$ cat src/rtl/umeu_pkg.sv
// shared types and constants for the universal machine execute unit
// no dependencies; used by the interfaces and every rtl module
package umeu_pkg;

    localparam int WORD_W    = 32;
    localparam int REG_COUNT = 8;
    localparam int REG_IDX_W = $clog2(REG_COUNT);
    localparam int OPC_W     = 4;
    localparam int ACT_W     = 4;
    localparam int IMM_W     = 25;
    localparam int CHAR_W    = 8;

    // instruction field positions
    localparam int OPC_LSB   = 28;
    localparam int ORTHO_LSB = 25;
    localparam int FLD_A_LSB = 6;
    localparam int FLD_B_LSB = 3;
    localparam int FLD_C_LSB = 0;

    // opcodes
    localparam logic [OPC_W-1:0] OPC_CMOV     = 4'd0;
    localparam logic [OPC_W-1:0] OPC_INDEX    = 4'd1;
    localparam logic [OPC_W-1:0] OPC_AMEND    = 4'd2;
    localparam logic [OPC_W-1:0] OPC_ADD      = 4'd3;
    localparam logic [OPC_W-1:0] OPC_MUL      = 4'd4;
    localparam logic [OPC_W-1:0] OPC_DIV      = 4'd5;
    localparam logic [OPC_W-1:0] OPC_NAND     = 4'd6;
    localparam logic [OPC_W-1:0] OPC_HALT     = 4'd7;
    localparam logic [OPC_W-1:0] OPC_ALLOC    = 4'd8;
    localparam logic [OPC_W-1:0] OPC_ABANDON  = 4'd9;
    localparam logic [OPC_W-1:0] OPC_OUTPUT   = 4'd10;
    localparam logic [OPC_W-1:0] OPC_INPUT    = 4'd11;
    localparam logic [OPC_W-1:0] OPC_LOADPROG = 4'd12;
    localparam logic [OPC_W-1:0] OPC_ORTHO    = 4'd13;

    // action codes on the result channel
    localparam logic [ACT_W-1:0] ACT_NONE     = 4'd0;
    localparam logic [ACT_W-1:0] ACT_READ     = 4'd1;
    localparam logic [ACT_W-1:0] ACT_WRITE    = 4'd2;
    localparam logic [ACT_W-1:0] ACT_MAP      = 4'd3;
    localparam logic [ACT_W-1:0] ACT_UNMAP    = 4'd4;
    localparam logic [ACT_W-1:0] ACT_OUTPUT   = 4'd5;
    localparam logic [ACT_W-1:0] ACT_INPUT    = 4'd6;
    localparam logic [ACT_W-1:0] ACT_LOADPROG = 4'd7;
    localparam logic [ACT_W-1:0] ACT_HALT     = 4'd8;

    // input op codes
    localparam logic OP_EXECUTE  = 1'b0;
    localparam logic OP_RESPONSE = 1'b1;

    typedef struct packed {
        logic                 en;
        logic [REG_IDX_W-1:0] addr0;
        logic [REG_IDX_W-1:0] addr1;
    } rf_rd_req_t;

    typedef struct packed {
        logic                 en;
        logic [REG_IDX_W-1:0] addr;
        logic [WORD_W-1:0]    data;
    } rf_wr_req_t;

    typedef struct packed {
        logic busy;
        logic done;
    } div_status_t;

endpackage

$ cat src/rtl/umeu_if.sv
// valid/ready channel interfaces for instruction/response beats and result beats
// depends on umeu_pkg
interface umeu_req_if;
    logic                        valid;
    logic                        ready;
    logic                        op;
    logic [umeu_pkg::WORD_W-1:0] instruction_word;
    logic [umeu_pkg::WORD_W-1:0] response_value;
    logic                        response_eof;

    modport source (
        output valid, op, instruction_word, response_value, response_eof,
        input  ready
    );
    modport sink (
        input  valid, op, instruction_word, response_value, response_eof,
        output ready
    );
endinterface

interface umeu_rsp_if;
    logic                        valid;
    logic                        ready;
    logic [umeu_pkg::ACT_W-1:0]  action;
    logic [umeu_pkg::WORD_W-1:0] segment_id;
    logic [umeu_pkg::WORD_W-1:0] offset;
    logic [umeu_pkg::WORD_W-1:0] store_value;
    logic [umeu_pkg::WORD_W-1:0] next_pc;
    logic                        error_flag;

    modport source (
        output valid, action, segment_id, offset, store_value, next_pc, error_flag,
        input  ready
    );
    modport sink (
        input  valid, action, segment_id, offset, store_value, next_pc, error_flag,
        output ready
    );
endinterface

$ cat src/rtl/umeu_regfile.sv
// register file memory: two registered read ports, one write port
// depends on umeu_pkg; per-entry valid bits give the all-zero reset contents
module umeu_regfile (
    input  logic                        clk,
    input  logic                        rst_n,
    input  umeu_pkg::rf_rd_req_t        rd_req,
    input  umeu_pkg::rf_wr_req_t        wr_req,
    output logic [umeu_pkg::WORD_W-1:0] rd_data0,
    output logic [umeu_pkg::WORD_W-1:0] rd_data1
);

    logic [umeu_pkg::WORD_W-1:0]    mem [umeu_pkg::REG_COUNT];
    logic [umeu_pkg::REG_COUNT-1:0] valid_reg;
    logic [umeu_pkg::WORD_W-1:0]    rd_data0_reg;
    logic [umeu_pkg::WORD_W-1:0]    rd_data1_reg;

    always_ff @(posedge clk)
    begin
        if (wr_req.en)
        begin
            mem[wr_req.addr] <= wr_req.data;
        end
    end

    always_ff @(posedge clk or negedge rst_n)
    begin
        if (!rst_n)
        begin
            valid_reg    <= '0;
            rd_data0_reg <= '0;
            rd_data1_reg <= '0;
        end
        else
        begin
            if (wr_req.en)
            begin
                valid_reg[wr_req.addr] <= 1'b1;
            end
            // unwritten entries read as zero
            if (rd_req.en)
            begin
                rd_data0_reg <= valid_reg[rd_req.addr0] ? mem[rd_req.addr0] : '0;
                rd_data1_reg <= valid_reg[rd_req.addr1] ? mem[rd_req.addr1] : '0;
            end
        end
    end

    assign rd_data0 = rd_data0_reg;
    assign rd_data1 = rd_data1_reg;

endmodule

$ cat src/rtl/umeu_div.sv
// iterative restoring divider, one quotient bit per cycle
// depends on umeu_pkg; divisor must be nonzero when started
module umeu_div (
    input  logic                        clk,
    input  logic                        rst_n,
    input  logic                        start,
    input  logic [umeu_pkg::WORD_W-1:0] dividend,
    input  logic [umeu_pkg::WORD_W-1:0] divisor,
    output umeu_pkg::div_status_t       status,
    output logic [umeu_pkg::WORD_W-1:0] quotient
);

    localparam int CNT_W = $clog2(umeu_pkg::WORD_W);
    localparam logic [CNT_W-1:0] LAST_STEP = CNT_W'(umeu_pkg::WORD_W - 1);

    logic                        busy_reg, busy_next;
    logic                        done_reg, done_next;
    logic [CNT_W-1:0]            cnt_reg, cnt_next;
    logic [umeu_pkg::WORD_W-1:0] rem_reg, rem_next;
    logic [umeu_pkg::WORD_W-1:0] quo_reg, quo_next;
    logic [umeu_pkg::WORD_W-1:0] dsr_reg, dsr_next;
    logic [umeu_pkg::WORD_W:0]   trial;
    logic [umeu_pkg::WORD_W:0]   diff;

    always_comb
    begin
        busy_next = busy_reg;
        done_next = 1'b0;
        cnt_next  = cnt_reg;
        rem_next  = rem_reg;
        quo_next  = quo_reg;
        dsr_next  = dsr_reg;
        trial     = {rem_reg, quo_reg[umeu_pkg::WORD_W-1]};
        diff      = trial - {1'b0, dsr_reg};
        if (start)
        begin
            busy_next = 1'b1;
            cnt_next  = '0;
            rem_next  = '0;
            quo_next  = dividend;
            dsr_next  = divisor;
        end
        else if (busy_reg)
        begin
            // shift in the next dividend bit, subtract when it fits
            if (!diff[umeu_pkg::WORD_W])
            begin
                rem_next = diff[umeu_pkg::WORD_W-1:0];
                quo_next = {quo_reg[umeu_pkg::WORD_W-2:0], 1'b1};
            end
            else
            begin
                rem_next = trial[umeu_pkg::WORD_W-1:0];
                quo_next = {quo_reg[umeu_pkg::WORD_W-2:0], 1'b0};
            end
            cnt_next = cnt_reg + CNT_W'(1);
            if (cnt_reg == LAST_STEP)
            begin
                busy_next = 1'b0;
                done_next = 1'b1;
            end
        end
    end

    always_ff @(posedge clk or negedge rst_n)
    begin
        if (!rst_n)
        begin
            busy_reg <= 1'b0;
            done_reg <= 1'b0;
            cnt_reg  <= '0;
            rem_reg  <= '0;
            quo_reg  <= '0;
            dsr_reg  <= '0;
        end
        else
        begin
            busy_reg <= busy_next;
            done_reg <= done_next;
            cnt_reg  <= cnt_next;
            rem_reg  <= rem_next;
            quo_reg  <= quo_next;
            dsr_reg  <= dsr_next;
        end
    end

    assign status.busy = busy_reg;
    assign status.done = done_reg;
    assign quotient    = quo_reg;

endmodule

$ cat src/rtl/universal_machine_execute_unit.sv
// top level of the universal machine execute unit: sequencer, decode and result register
// depends on umeu_pkg, umeu_if, umeu_regfile and umeu_div
//
// The unit runs one beat at a time around a register file held in a small synchronous
// memory with registered read ports. An instruction beat is accepted, then passes through
// ST_READ, reading registers B and C, ST_OPND, capturing them (and reading A for the array
// amendment), ST_EXEC, executing, and ST_FINISH, retiring into the result register once it
// is free and writing back; only then is a new instruction taken. Divide waits in ST_DIV for
// the bit-serial divider (one quotient bit per cycle). Response beats, and instructions that
// arrive while a read, map or input request is still outstanding, skip the register reads
// and go to ST_FINISH. Only index, map and input wait for a response beat; the register
// named by the request is written when it arrives. The result register lets the
// next beat be accepted while a finished result is still waiting on the output side.
module universal_machine_execute_unit (
    input  logic             clk,
    input  logic             rst_n,
    umeu_req_if.sink         req,
    umeu_rsp_if.source       rsp
);

    typedef enum logic [2:0] {
        ST_IDLE,
        ST_READ,
        ST_OPND,
        ST_EXEC,
        ST_DIV,
        ST_FINISH
    } state_t;

    localparam int W  = umeu_pkg::WORD_W;
    localparam int RW = umeu_pkg::REG_IDX_W;

    state_t                    state_reg, state_next;

    // architectural state outside the register file
    logic [W-1:0]              pc_reg, pc_next;
    logic                      pend_valid_reg, pend_valid_next;
    logic [RW-1:0]             pend_dest_reg, pend_dest_next;

    // item being worked on
    logic [W-1:0]              word_reg, word_next;
    logic [W-1:0]              vb_reg, vb_next;
    logic [W-1:0]              vc_reg, vc_next;

    // staged result and side effects, committed in ST_FINISH
    logic [umeu_pkg::ACT_W-1:0] res_action_reg, res_action_next;
    logic [W-1:0]              res_seg_reg, res_seg_next;
    logic [W-1:0]              res_off_reg, res_off_next;
    logic [W-1:0]              res_sv_reg, res_sv_next;
    logic [W-1:0]              res_npc_reg, res_npc_next;
    logic                      res_err_reg, res_err_next;
    logic                      res_we_reg, res_we_next;
    logic [RW-1:0]             res_waddr_reg, res_waddr_next;
    logic [W-1:0]              res_wdata_reg, res_wdata_next;
    logic                      res_pvalid_reg, res_pvalid_next;
    logic [RW-1:0]             res_pdest_reg, res_pdest_next;

    // output register
    logic                      out_valid_reg, out_valid_next;
    logic [umeu_pkg::ACT_W-1:0] out_action_reg, out_action_next;
    logic [W-1:0]              out_seg_reg, out_seg_next;
    logic [W-1:0]              out_off_reg, out_off_next;
    logic [W-1:0]              out_sv_reg, out_sv_next;
    logic [W-1:0]              out_npc_reg, out_npc_next;
    logic                      out_err_reg, out_err_next;

    // register file and divider hookup
    umeu_pkg::rf_rd_req_t      rd_req;
    umeu_pkg::rf_wr_req_t      wr_req;
    logic [W-1:0]              rd_data0;
    logic [W-1:0]              rd_data1;
    logic                      div_start;
    umeu_pkg::div_status_t     div_status;
    logic [W-1:0]              div_quotient;

    // decode of the held instruction
    logic [umeu_pkg::OPC_W-1:0] opc;
    logic [RW-1:0]             fld_a;
    logic [RW-1:0]             fld_b;
    logic [RW-1:0]             fld_c;
    logic [RW-1:0]             fld_ortho;
    logic [2*W-1:0]            product;

    assign opc       = word_reg[umeu_pkg::OPC_LSB +: umeu_pkg::OPC_W];
    assign fld_a     = word_reg[umeu_pkg::FLD_A_LSB +: RW];
    assign fld_b     = word_reg[umeu_pkg::FLD_B_LSB +: RW];
    assign fld_c     = word_reg[umeu_pkg::FLD_C_LSB +: RW];
    assign fld_ortho = word_reg[umeu_pkg::ORTHO_LSB +: RW];
    assign product   = vb_reg * vc_reg;

    umeu_regfile u_regfile (
        .clk      (clk),
        .rst_n    (rst_n),
        .rd_req   (rd_req),
        .wr_req   (wr_req),
        .rd_data0 (rd_data0),
        .rd_data1 (rd_data1)
    );

    umeu_div u_div (
        .clk      (clk),
        .rst_n    (rst_n),
        .start    (div_start),
        .dividend (vb_reg),
        .divisor  (vc_reg),
        .status   (div_status),
        .quotient (div_quotient)
    );

    // input side takes a beat only between items
    assign req.ready = (state_reg == ST_IDLE);

    always_comb
    begin
        state_next      = state_reg;
        pc_next         = pc_reg;
        pend_valid_next = pend_valid_reg;
        pend_dest_next  = pend_dest_reg;
        word_next       = word_reg;
        vb_next         = vb_reg;
        vc_next         = vc_reg;
        res_action_next = res_action_reg;
        res_seg_next    = res_seg_reg;
        res_off_next    = res_off_reg;
        res_sv_next     = res_sv_reg;
        res_npc_next    = res_npc_reg;
        res_err_next    = res_err_reg;
        res_we_next     = res_we_reg;
        res_waddr_next  = res_waddr_reg;
        res_wdata_next  = res_wdata_reg;
        res_pvalid_next = res_pvalid_reg;
        res_pdest_next  = res_pdest_reg;
        out_valid_next  = out_valid_reg && !rsp.ready;
        out_action_next = out_action_reg;
        out_seg_next    = out_seg_reg;
        out_off_next    = out_off_reg;
        out_sv_next     = out_sv_reg;
        out_npc_next    = out_npc_reg;
        out_err_next    = out_err_reg;
        rd_req          = '0;
        wr_req          = '0;
        div_start       = 1'b0;

        case (state_reg)
            ST_IDLE:
            begin
                if (req.valid)
                begin
                    word_next       = req.instruction_word;
                    res_action_next = umeu_pkg::ACT_NONE;
                    res_seg_next    = '0;
                    res_off_next    = '0;
                    res_sv_next     = '0;
                    res_npc_next    = pc_reg;
                    res_err_next    = 1'b0;
                    res_we_next     = 1'b0;
                    res_waddr_next  = pend_dest_reg;
                    res_wdata_next  = '0;
                    res_pvalid_next = pend_valid_reg;
                    res_pdest_next  = pend_dest_reg;
                    if (req.op == umeu_pkg::OP_RESPONSE)
                    begin
                        // response completes the outstanding request, or flags an error
                        if (pend_valid_reg)
                        begin
                            res_we_next     = 1'b1;
                            res_wdata_next  = req.response_eof ? '1 : req.response_value;
                            res_pvalid_next = 1'b0;
                        end
                        else
                        begin
                            res_err_next = 1'b1;
                        end
                        state_next = ST_FINISH;
                    end
                    else if (pend_valid_reg)
                    begin
                        // instruction ignored while a request is outstanding
                        state_next = ST_FINISH;
                    end
                    else
                    begin
                        state_next = ST_READ;
                    end
                end
            end

            ST_READ:
            begin
                rd_req.en    = 1'b1;
                rd_req.addr0 = fld_b;
                rd_req.addr1 = fld_c;
                state_next   = ST_OPND;
            end

            ST_OPND:
            begin
                vb_next = rd_data0;
                vc_next = rd_data1;
                // array amendment also needs register A as the segment
                if (opc == umeu_pkg::OPC_AMEND)
                begin
                    rd_req.en    = 1'b1;
                    rd_req.addr0 = fld_a;
                    rd_req.addr1 = fld_a;
                end
                state_next = ST_EXEC;
            end

            ST_EXEC:
            begin
                res_npc_next   = pc_reg + W'(1);
                res_waddr_next = fld_a;
                state_next     = ST_FINISH;
                case (opc)
                    umeu_pkg::OPC_CMOV:
                    begin
                        res_we_next    = (vc_reg != '0);
                        res_wdata_next = vb_reg;
                    end
                    umeu_pkg::OPC_INDEX:
                    begin
                        res_action_next = umeu_pkg::ACT_READ;
                        res_seg_next    = vb_reg;
                        res_off_next    = vc_reg;
                        res_pvalid_next = 1'b1;
                        res_pdest_next  = fld_a;
                    end
                    umeu_pkg::OPC_AMEND:
                    begin
                        res_action_next = umeu_pkg::ACT_WRITE;
                        res_seg_next    = rd_data0;
                        res_off_next    = vb_reg;
                        res_sv_next     = vc_reg;
                    end
                    umeu_pkg::OPC_ADD:
                    begin
                        res_we_next    = 1'b1;
                        res_wdata_next = vb_reg + vc_reg;
                    end
                    umeu_pkg::OPC_MUL:
                    begin
                        res_we_next    = 1'b1;
                        res_wdata_next = product[W-1:0];
                    end
                    umeu_pkg::OPC_DIV:
                    begin
                        if (vc_reg == '0)
                        begin
                            res_we_next    = 1'b1;
                            res_wdata_next = '1;
                            res_err_next   = 1'b1;
                        end
                        else
                        begin
                            div_start  = 1'b1;
                            state_next = ST_DIV;
                        end
                    end
                    umeu_pkg::OPC_NAND:
                    begin
                        res_we_next    = 1'b1;
                        res_wdata_next = ~(vb_reg & vc_reg);
                    end
                    umeu_pkg::OPC_HALT:
                    begin
                        res_action_next = umeu_pkg::ACT_HALT;
                        res_npc_next    = pc_reg;
                    end
                    umeu_pkg::OPC_ALLOC:
                    begin
                        res_action_next = umeu_pkg::ACT_MAP;
                        res_seg_next    = vc_reg;
                        res_pvalid_next = 1'b1;
                        res_pdest_next  = fld_b;
                    end
                    umeu_pkg::OPC_ABANDON:
                    begin
                        res_action_next = umeu_pkg::ACT_UNMAP;
                        res_seg_next    = vc_reg;
                    end
                    umeu_pkg::OPC_OUTPUT:
                    begin
                        res_action_next = umeu_pkg::ACT_OUTPUT;
                        res_sv_next     = {{(W - umeu_pkg::CHAR_W){1'b0}},
                                           vc_reg[umeu_pkg::CHAR_W-1:0]};
                    end
                    umeu_pkg::OPC_INPUT:
                    begin
                        res_action_next = umeu_pkg::ACT_INPUT;
                        res_pvalid_next = 1'b1;
                        res_pdest_next  = fld_c;
                    end
                    umeu_pkg::OPC_LOADPROG:
                    begin
                        res_action_next = umeu_pkg::ACT_LOADPROG;
                        res_seg_next    = vb_reg;
                        res_npc_next    = vc_reg;
                    end
                    umeu_pkg::OPC_ORTHO:
                    begin
                        res_we_next    = 1'b1;
                        res_waddr_next = fld_ortho;
                        res_wdata_next = {{(W - umeu_pkg::IMM_W){1'b0}},
                                          word_reg[umeu_pkg::IMM_W-1:0]};
                    end
                    default:
                    begin
                        // undefined opcodes halt with an error
                        res_action_next = umeu_pkg::ACT_HALT;
                        res_npc_next    = pc_reg;
                        res_err_next    = 1'b1;
                    end
                endcase
            end

            ST_DIV:
            begin
                if (div_status.done)
                begin
                    res_we_next    = 1'b1;
                    res_wdata_next = div_quotient;
                    state_next     = ST_FINISH;
                end
            end

            ST_FINISH:
            begin
                // retire once the result register is free or being drained
                if (!out_valid_reg || rsp.ready)
                begin
                    out_valid_next  = 1'b1;
                    out_action_next = res_action_reg;
                    out_seg_next    = res_seg_reg;
                    out_off_next    = res_off_reg;
                    out_sv_next     = res_sv_reg;
                    out_npc_next    = res_npc_reg;
                    out_err_next    = res_err_reg;
                    wr_req.en       = res_we_reg;
                    wr_req.addr     = res_waddr_reg;
                    wr_req.data     = res_wdata_reg;
                    pc_next         = res_npc_reg;
                    pend_valid_next = res_pvalid_reg;
                    pend_dest_next  = res_pdest_reg;
                    state_next      = ST_IDLE;
                end
            end

            default:
            begin
                state_next = ST_IDLE;
            end
        endcase
    end

    always_ff @(posedge clk or negedge rst_n)
    begin
        if (!rst_n)
        begin
            state_reg      <= ST_IDLE;
            pc_reg         <= '0;
            pend_valid_reg <= 1'b0;
            pend_dest_reg  <= '0;
            word_reg       <= '0;
            vb_reg         <= '0;
            vc_reg         <= '0;
            res_action_reg <= umeu_pkg::ACT_NONE;
            res_seg_reg    <= '0;
            res_off_reg    <= '0;
            res_sv_reg     <= '0;
            res_npc_reg    <= '0;
            res_err_reg    <= 1'b0;
            res_we_reg     <= 1'b0;
            res_waddr_reg  <= '0;
            res_wdata_reg  <= '0;
            res_pvalid_reg <= 1'b0;
            res_pdest_reg  <= '0;
            out_valid_reg  <= 1'b0;
            out_action_reg <= umeu_pkg::ACT_NONE;
            out_seg_reg    <= '0;
            out_off_reg    <= '0;
            out_sv_reg     <= '0;
            out_npc_reg    <= '0;
            out_err_reg    <= 1'b0;
        end
        else
        begin
            state_reg      <= state_next;
            pc_reg         <= pc_next;
            pend_valid_reg <= pend_valid_next;
            pend_dest_reg  <= pend_dest_next;
            word_reg       <= word_next;
            vb_reg         <= vb_next;
            vc_reg         <= vc_next;
            res_action_reg <= res_action_next;
            res_seg_reg    <= res_seg_next;
            res_off_reg    <= res_off_next;
            res_sv_reg     <= res_sv_next;
            res_npc_reg    <= res_npc_next;
            res_err_reg    <= res_err_next;
            res_we_reg     <= res_we_next;
            res_waddr_reg  <= res_waddr_next;
            res_wdata_reg  <= res_wdata_next;
            res_pvalid_reg <= res_pvalid_next;
            res_pdest_reg  <= res_pdest_next;
            out_valid_reg  <= out_valid_next;
            out_action_reg <= out_action_next;
            out_seg_reg    <= out_seg_next;
            out_off_reg    <= out_off_next;
            out_sv_reg     <= out_sv_next;
            out_npc_reg    <= out_npc_next;
            out_err_reg    <= out_err_next;
        end
    end

    // result beat
    assign rsp.valid       = out_valid_reg;
    assign rsp.action      = out_action_reg;
    assign rsp.segment_id  = out_seg_reg;
    assign rsp.offset      = out_off_reg;
    assign rsp.store_value = out_sv_reg;
    assign rsp.next_pc     = out_npc_reg;
    assign rsp.error_flag  = out_err_reg;

endmodule
$ cat src/flat_wrapper.sv
// flat-port wrapper written by rule: the top's interface ports become plain ports
module universal_machine_execute_unit_flat 
  (clk, rst_n, req_valid, req_op, req_instruction_word, req_response_value, req_response_eof, req_ready, rsp_valid, rsp_action, rsp_segment_id, rsp_offset, rsp_store_value, rsp_next_pc, rsp_error_flag, rsp_ready);
  umeu_req_if req_i ();
  umeu_rsp_if rsp_i ();
  input  logic clk;
  input  logic rst_n;
  input wire logic [$bits(req_i.valid)-1:0] req_valid;
  input wire logic [$bits(req_i.op)-1:0] req_op;
  input wire logic [$bits(req_i.instruction_word)-1:0] req_instruction_word;
  input wire logic [$bits(req_i.response_value)-1:0] req_response_value;
  input wire logic [$bits(req_i.response_eof)-1:0] req_response_eof;
  output wire logic [$bits(req_i.ready)-1:0] req_ready;
  output wire logic [$bits(rsp_i.valid)-1:0] rsp_valid;
  output wire logic [$bits(rsp_i.action)-1:0] rsp_action;
  output wire logic [$bits(rsp_i.segment_id)-1:0] rsp_segment_id;
  output wire logic [$bits(rsp_i.offset)-1:0] rsp_offset;
  output wire logic [$bits(rsp_i.store_value)-1:0] rsp_store_value;
  output wire logic [$bits(rsp_i.next_pc)-1:0] rsp_next_pc;
  output wire logic [$bits(rsp_i.error_flag)-1:0] rsp_error_flag;
  input wire logic [$bits(rsp_i.ready)-1:0] rsp_ready;
  assign req_i.valid = req_valid;
  assign req_i.op = req_op;
  assign req_i.instruction_word = req_instruction_word;
  assign req_i.response_value = req_response_value;
  assign req_i.response_eof = req_response_eof;
  assign req_ready = req_i.ready;
  assign rsp_valid = rsp_i.valid;
  assign rsp_action = rsp_i.action;
  assign rsp_segment_id = rsp_i.segment_id;
  assign rsp_offset = rsp_i.offset;
  assign rsp_store_value = rsp_i.store_value;
  assign rsp_next_pc = rsp_i.next_pc;
  assign rsp_error_flag = rsp_i.error_flag;
  assign rsp_i.ready = rsp_ready;
  universal_machine_execute_unit u_core (.clk(clk), .rst_n(rst_n), .req(req_i), .rsp(rsp_i));
endmodule
$ cat config.mk
export PLATFORM = sky130hd
export DESIGN_NAME = universal_machine_execute_unit_flat
export DESIGN_NICKNAME = d
export VERILOG_FILES = /design/src/rtl/umeu_pkg.sv /design/src/rtl/umeu_if.sv /design/src/rtl/umeu_regfile.sv /design/src/rtl/umeu_div.sv /design/src/rtl/universal_machine_execute_unit.sv /design/src/flat_wrapper.sv
export SDC_FILE = /design/constraint.sdc
export NUM_CORES = 2
export LEC_CHECK = 0
export BUFFER_PORTS_ARGS = -buffer_cell sky130_fd_sc_hd__buf_2
export CORE_MARGIN = 1
export CORE_UTILIZATION = 55
export DETAILED_ROUTE_END_ITERATION = 6
export HOLD_SLACK_MARGIN = 0.02
export PLACE_DENSITY = 0.72
export SETUP_SLACK_MARGIN = 0.4
export SLEW_MARGIN = 20
export SYNTH_ARGS = -nofsm -noshare
export SYNTH_HDL_FRONTEND = slang
export SYNTH_SLANG_ARGS = --single-unit
$ cat constraint.sdc
create_clock -name clk -period 9.7 [get_ports clk]
set_clock_uncertainty 0.15 [all_clocks]
set_input_delay 1.94 -clock clk [delete_from_list [all_inputs] [get_ports clk]]
set_output_delay 1.94 -clock clk [all_outputs]
set_load 0.01 [all_outputs]
==> summary.log <==
qor: run_status.result_of_the_run complete, but fails checks
qor: run_status.violations design-rule violations
qor: worst_setup_path.worstSetupPathType reg -> reg
qor: synth.synth.yosys.seq_area_share 0.392
qor: place.dp_worst_setup_slack 1.55 ns
qor: synth.share_of_synthesized_registers_carrying_an_async_set_or_reset 0.696
qor: timing.timing.slew.headroom 0.182
qor: floorplan.io_pins 205
qor: detailed_routing.drt_drc_violations_left 1
qor: worst_setup_path.cp.buffers_inverters 5
qor: layout.finalNetCount 6304
qor: power.power_density 253 nW/um^2
qor: power.power_switching 7090 uW
qor: global_route.globalRouteTotalUtil 0.362
qor: worst_setup_path.worst_setup_path_start_kind flip-flop
qor: detailed_routing.route.detailed.vias_per_inst 6.24
qor: worst_setup_path.critical_path.top_delay_family adder cells
qor: synth.post-synth-top-area-fraction 0.257
qor: global_route.antenna_violations_before_repair 16
qor: cts.cts_tree done
qor: worst_setup_path.critPathLaunch u_core.vc_reg[6]
qor: worst_setup_path.worst-endpoint-required 10.12 ns
qor: timing.timing.final.crit_share 0.855
qor: global_route.grt_max_degree 153
qor: worst_hold_path.min_path_type reg -> reg
qor: detailed_routing.postRouteWirelength 186 mm
qor: cts.numCtsBuffers 90
qor: timing.report.final.hold_viol_count 0
qor: worst_setup_path.reg2reg_slack 1.41 ns
qor: timing.maximum_clock_frequency 0.121 GHz
qor: timing.period_needed 8.29 ns
qor: layout.largest_register_ffs 256
qor: layout.layout.cells.non_filler 7077
qor: worst_setup_path.worst_r2r_startpoint u_core.vc_reg[6]
qor: synth.syn_area_per_cell 10.2 um^2
qor: cts.cts_max_level 3
qor: synth.edff_count_synth 256
qor: timing.worstMarginPinSlew 1.23 ns
qor: synth.synth.ff_latch_count 841
qor: timing.setup_repair_after_global_routing_missed_its_margin false
qor: cts.clk_pin_slew 0.07 ns
qor: power.switching_share_of_total_power 0.447
qor: cts.post_cts_resize_count 0
qor: worst_setup_path.data_arrival_time_of_the_critical_path 8.72 ns
qor: worst_setup_path.crit_path_max_incr_delay 0.83 ns
qor: floorplan.effective_utilization_at_floorplan 0.558
qor: timing.post-route-worst-setup-slack 1.41 ns
qor: synth.yosys-top-cells-count nand2_1 (1131), dfrtp_1 (585), inv_1 (439), fa_1 (410), and2_1 (345)
qor: detailed_routing.number_of_search_and_repair_iterations_in_the_first_detailed_routing_pass 7
qor: floorplan.fp.coreArea 102000 um^2
qor: cts.cts-root-to-sink-buffers 3
qor: detailed_routing.drt.antenna.violating_nets 0
qor: worst_setup_path.worst_path_max_delay_cell dfrtp_1
qor: synth.yosysWarningCount 0
qor: synth.yosys.cell_types.count 96
qor: detailed_routing.routed_wire_length_per_instance 26.3 um
qor: synth.synthMostInstantiatedCell nand2_1
qor: synth.netlist_instances 5576
qor: cts.post_cts_setup_buffer_count 0
qor: floorplan.placementRows 117
qor: timing.timing.final.max_slew_violations 0
qor: place.port_buffers 204
qor: detailed_routing.dr_total_vias 44.1k
qor: cts.cts.root.buffer_cell clkbuf_16
qor: global_route.grt_pass1_vias 44.5k
qor: place.place_inst 6910
qor: floorplan.die_width 324 um
qor: synth.synth.net_count 6246
qor: synth.synth_top_cells_by_area dfrtp_1 (26%), fa_1 (14%), edfxtp_1 (13%)
qor: worst_setup_path.cp-end-kind flip-flop
qor: cts.post_cts_hold_buffer_count 0
qor: power.peakVddDrop 0.350 mV
qor: cts.clock_insertion_delay_worst_skew 0.72 ns
qor: power.share_comb_of_total_power 0.431
qor: worst_setup_path.cp_max_fo 18
qor: timing.timing.final.setup_violations 0
qor: global_route.grt_remaining_overflow 0
qor: layout.area_delta_synth_final 9.91%
qor: synth.synthFlopType dfrtp_1
qor: floorplan.die-height 324 um
qor: timing.timing.setup.tns 0 ns
qor: place.hpwl 132 mm
qor: power.leakage 0.0285 uW
qor: detailed_routing.first_iter_violations 4758
qor: power.p_int 8780 uW
qor: floorplan.die_area 105000 um^2
qor: cts.sinks_on_the_clock_net 841
qor: synth.post-synth-top-area-cell dfrtp_1
qor: global_route.grt_pass1_wl 280 mm
qor: layout.fraction_of_layout_instances_using_a_drive_strength_above_1 0.136
qor: worst_hold_path.hp-start u_core.res_seg_reg[27]
qor: worst_setup_path.cp_common_cell fa_1
qor: power.seqPwrFrac 0.342
qor: place.finalWeightedCongestion 1.04
qor: power.clock_power_share 0.226
qor: worst_setup_path.crit_chain buf_4 > and2_1 > fa_1 > fa_1 > fa_1 > inv_1 > fa_1 > inv_1 > fa_1 > inv_1 > fa_1 > inv_1 > fa_1 > fa_1 > ha_1 > a21o_1 > a211oi_1 > o21ai_0 > o41ai_2 > o211ai_1 > nor2_1 > xnor2_1 > a2111oi_0 > a21oi_1
qor: synth.synth.cell_area 57000 um^2
qor: run.maxCapViolations 0
qor: layout.largest_register u_core.u_regfile.mem
## metal layers
metal | global-route usage | vias up | part of all wire
li1 | - | 18800 | -
met1 | 0.478 | 22300 | 0.38
met2 | 0.550 | 2383 | 0.45
met3 | 0.103 | 595 | 0.11
met4 | 0.178 | 14 | 0.056
met5 | 0 | - | 0.00049
## logic make-up (layout without fill, tap and decap cells)
family | Yosys count | after routing | synth area share
mux | 346 | 346 | 0.0913
fa+ha+maj | 600 | 600 | 0.186
compound gates | 913 | 913 | 0.102
xor+xnor | 152 | 152 | 0.0240
other cells | 0 | 2 | 0
simple gates | 1909 | 1909 | 0.150
flops | 841 | 841 | 0.392
buf+inv | 815 | 946 | 0.0554
## worst reg2reg max path, cell delays in order (launching register included)
cell	delay [ns]
dfrtp_1	0.83
buf_4	0.40
and2_1	0.20
fa_1	0.44
fa_1	0.49
fa_1	0.53
inv_1	0.05
fa_1	0.47
inv_1	0.06
fa_1	0.52
inv_1	0.06
fa_1	0.54
inv_1	0.05
fa_1	0.38
fa_1	0.50
ha_1	0.36
a21o_1	0.20
a211oi_1	0.22
o21ai_0	0.22
o41ai_2	0.57
o211ai_1	0.14
nor2_1	0.20
xnor2_1	0.11
a2111oi_0	0.41
a21oi_1	0.12
## path summary, 6_finish.rpt
check / endpoint / cells after the start
setup / recovery: u_core.res_wdata_reg[28] / 24
hold / removal: u_core.rsp.segment_id[27] / 2
setup reg to reg: u_core.res_wdata_reg[28] / 24
hold reg to reg: u_core.rsp.segment_id[27] / 2
max in group asynchronous: u_core.vb_reg[8] / 3
min in group asynchronous: u_core.rsp.store_value[24] / 1
## power groups by stage
stage / Clock [uW] / Combinational (uW) / Sequential (uW)
floorplan: 0 / 4500 / 4860
global placement: 0 / 6570 / 5400
detailed placement: 0 / 6650 / 5410
CTS: 3620 / 6710 / 5360
global route: 3750 / 7320 / 5470
finish: 3590 / 6840 / 5430
## placed cells by master, fill, tap and decap left out, types with 20 or more instances in the layout
cell / n
mux4_2: 132
clkbuf_16: 93
buf_2: 203
nand3_1: 68
fa_1: 410
a21o_1: 47
inv_1: 439
and2_1: 343
and3_1: 20
nor3_1: 33
a221oi_1: 22
edfxtp_1: 256
o221ai_1: 20
o21ai_0: 329
a22o_1: 34
o31ai_1: 37
mux2i_1: 144
a21oi_1: 198
nand2_1: 1131
nand2b_1: 21
o22ai_1: 22
xnor2_1: 91
nor2b_1: 23
ha_1: 190
dfrtp_1: 583
a22oi_1: 23
a31oi_1: 32
nor2_1: 183
buf_4: 136
a211oi_1: 21
mux2_2: 69
xor2_1: 57
## stage by stage
step                      utilization  hold WS, ns  power [uW]  instance area (um^2)
after global placement          0.583        0.297       12000                 59500
after floorplan                     -        0.288        9360                 57000
after global routing            0.613        0.315       16500                 62600
final                           0.613        0.294       15900                 62600
after CTS                       0.613        0.299       15700                 62600
after detailed placement        0.583        0.300       12100                 59500
## cell type report
cell class	count	area, um^2
multi-input combinational	3920	31800
clock inverter	42	510
fill	8473	39600
inverter	439	1650
timing repair buffer	342	2090
antenna	2	5.00
tap	1368	1710
clock buffer	123	2570
sequential	841	22300
Power figures use the tool's default switching activity.
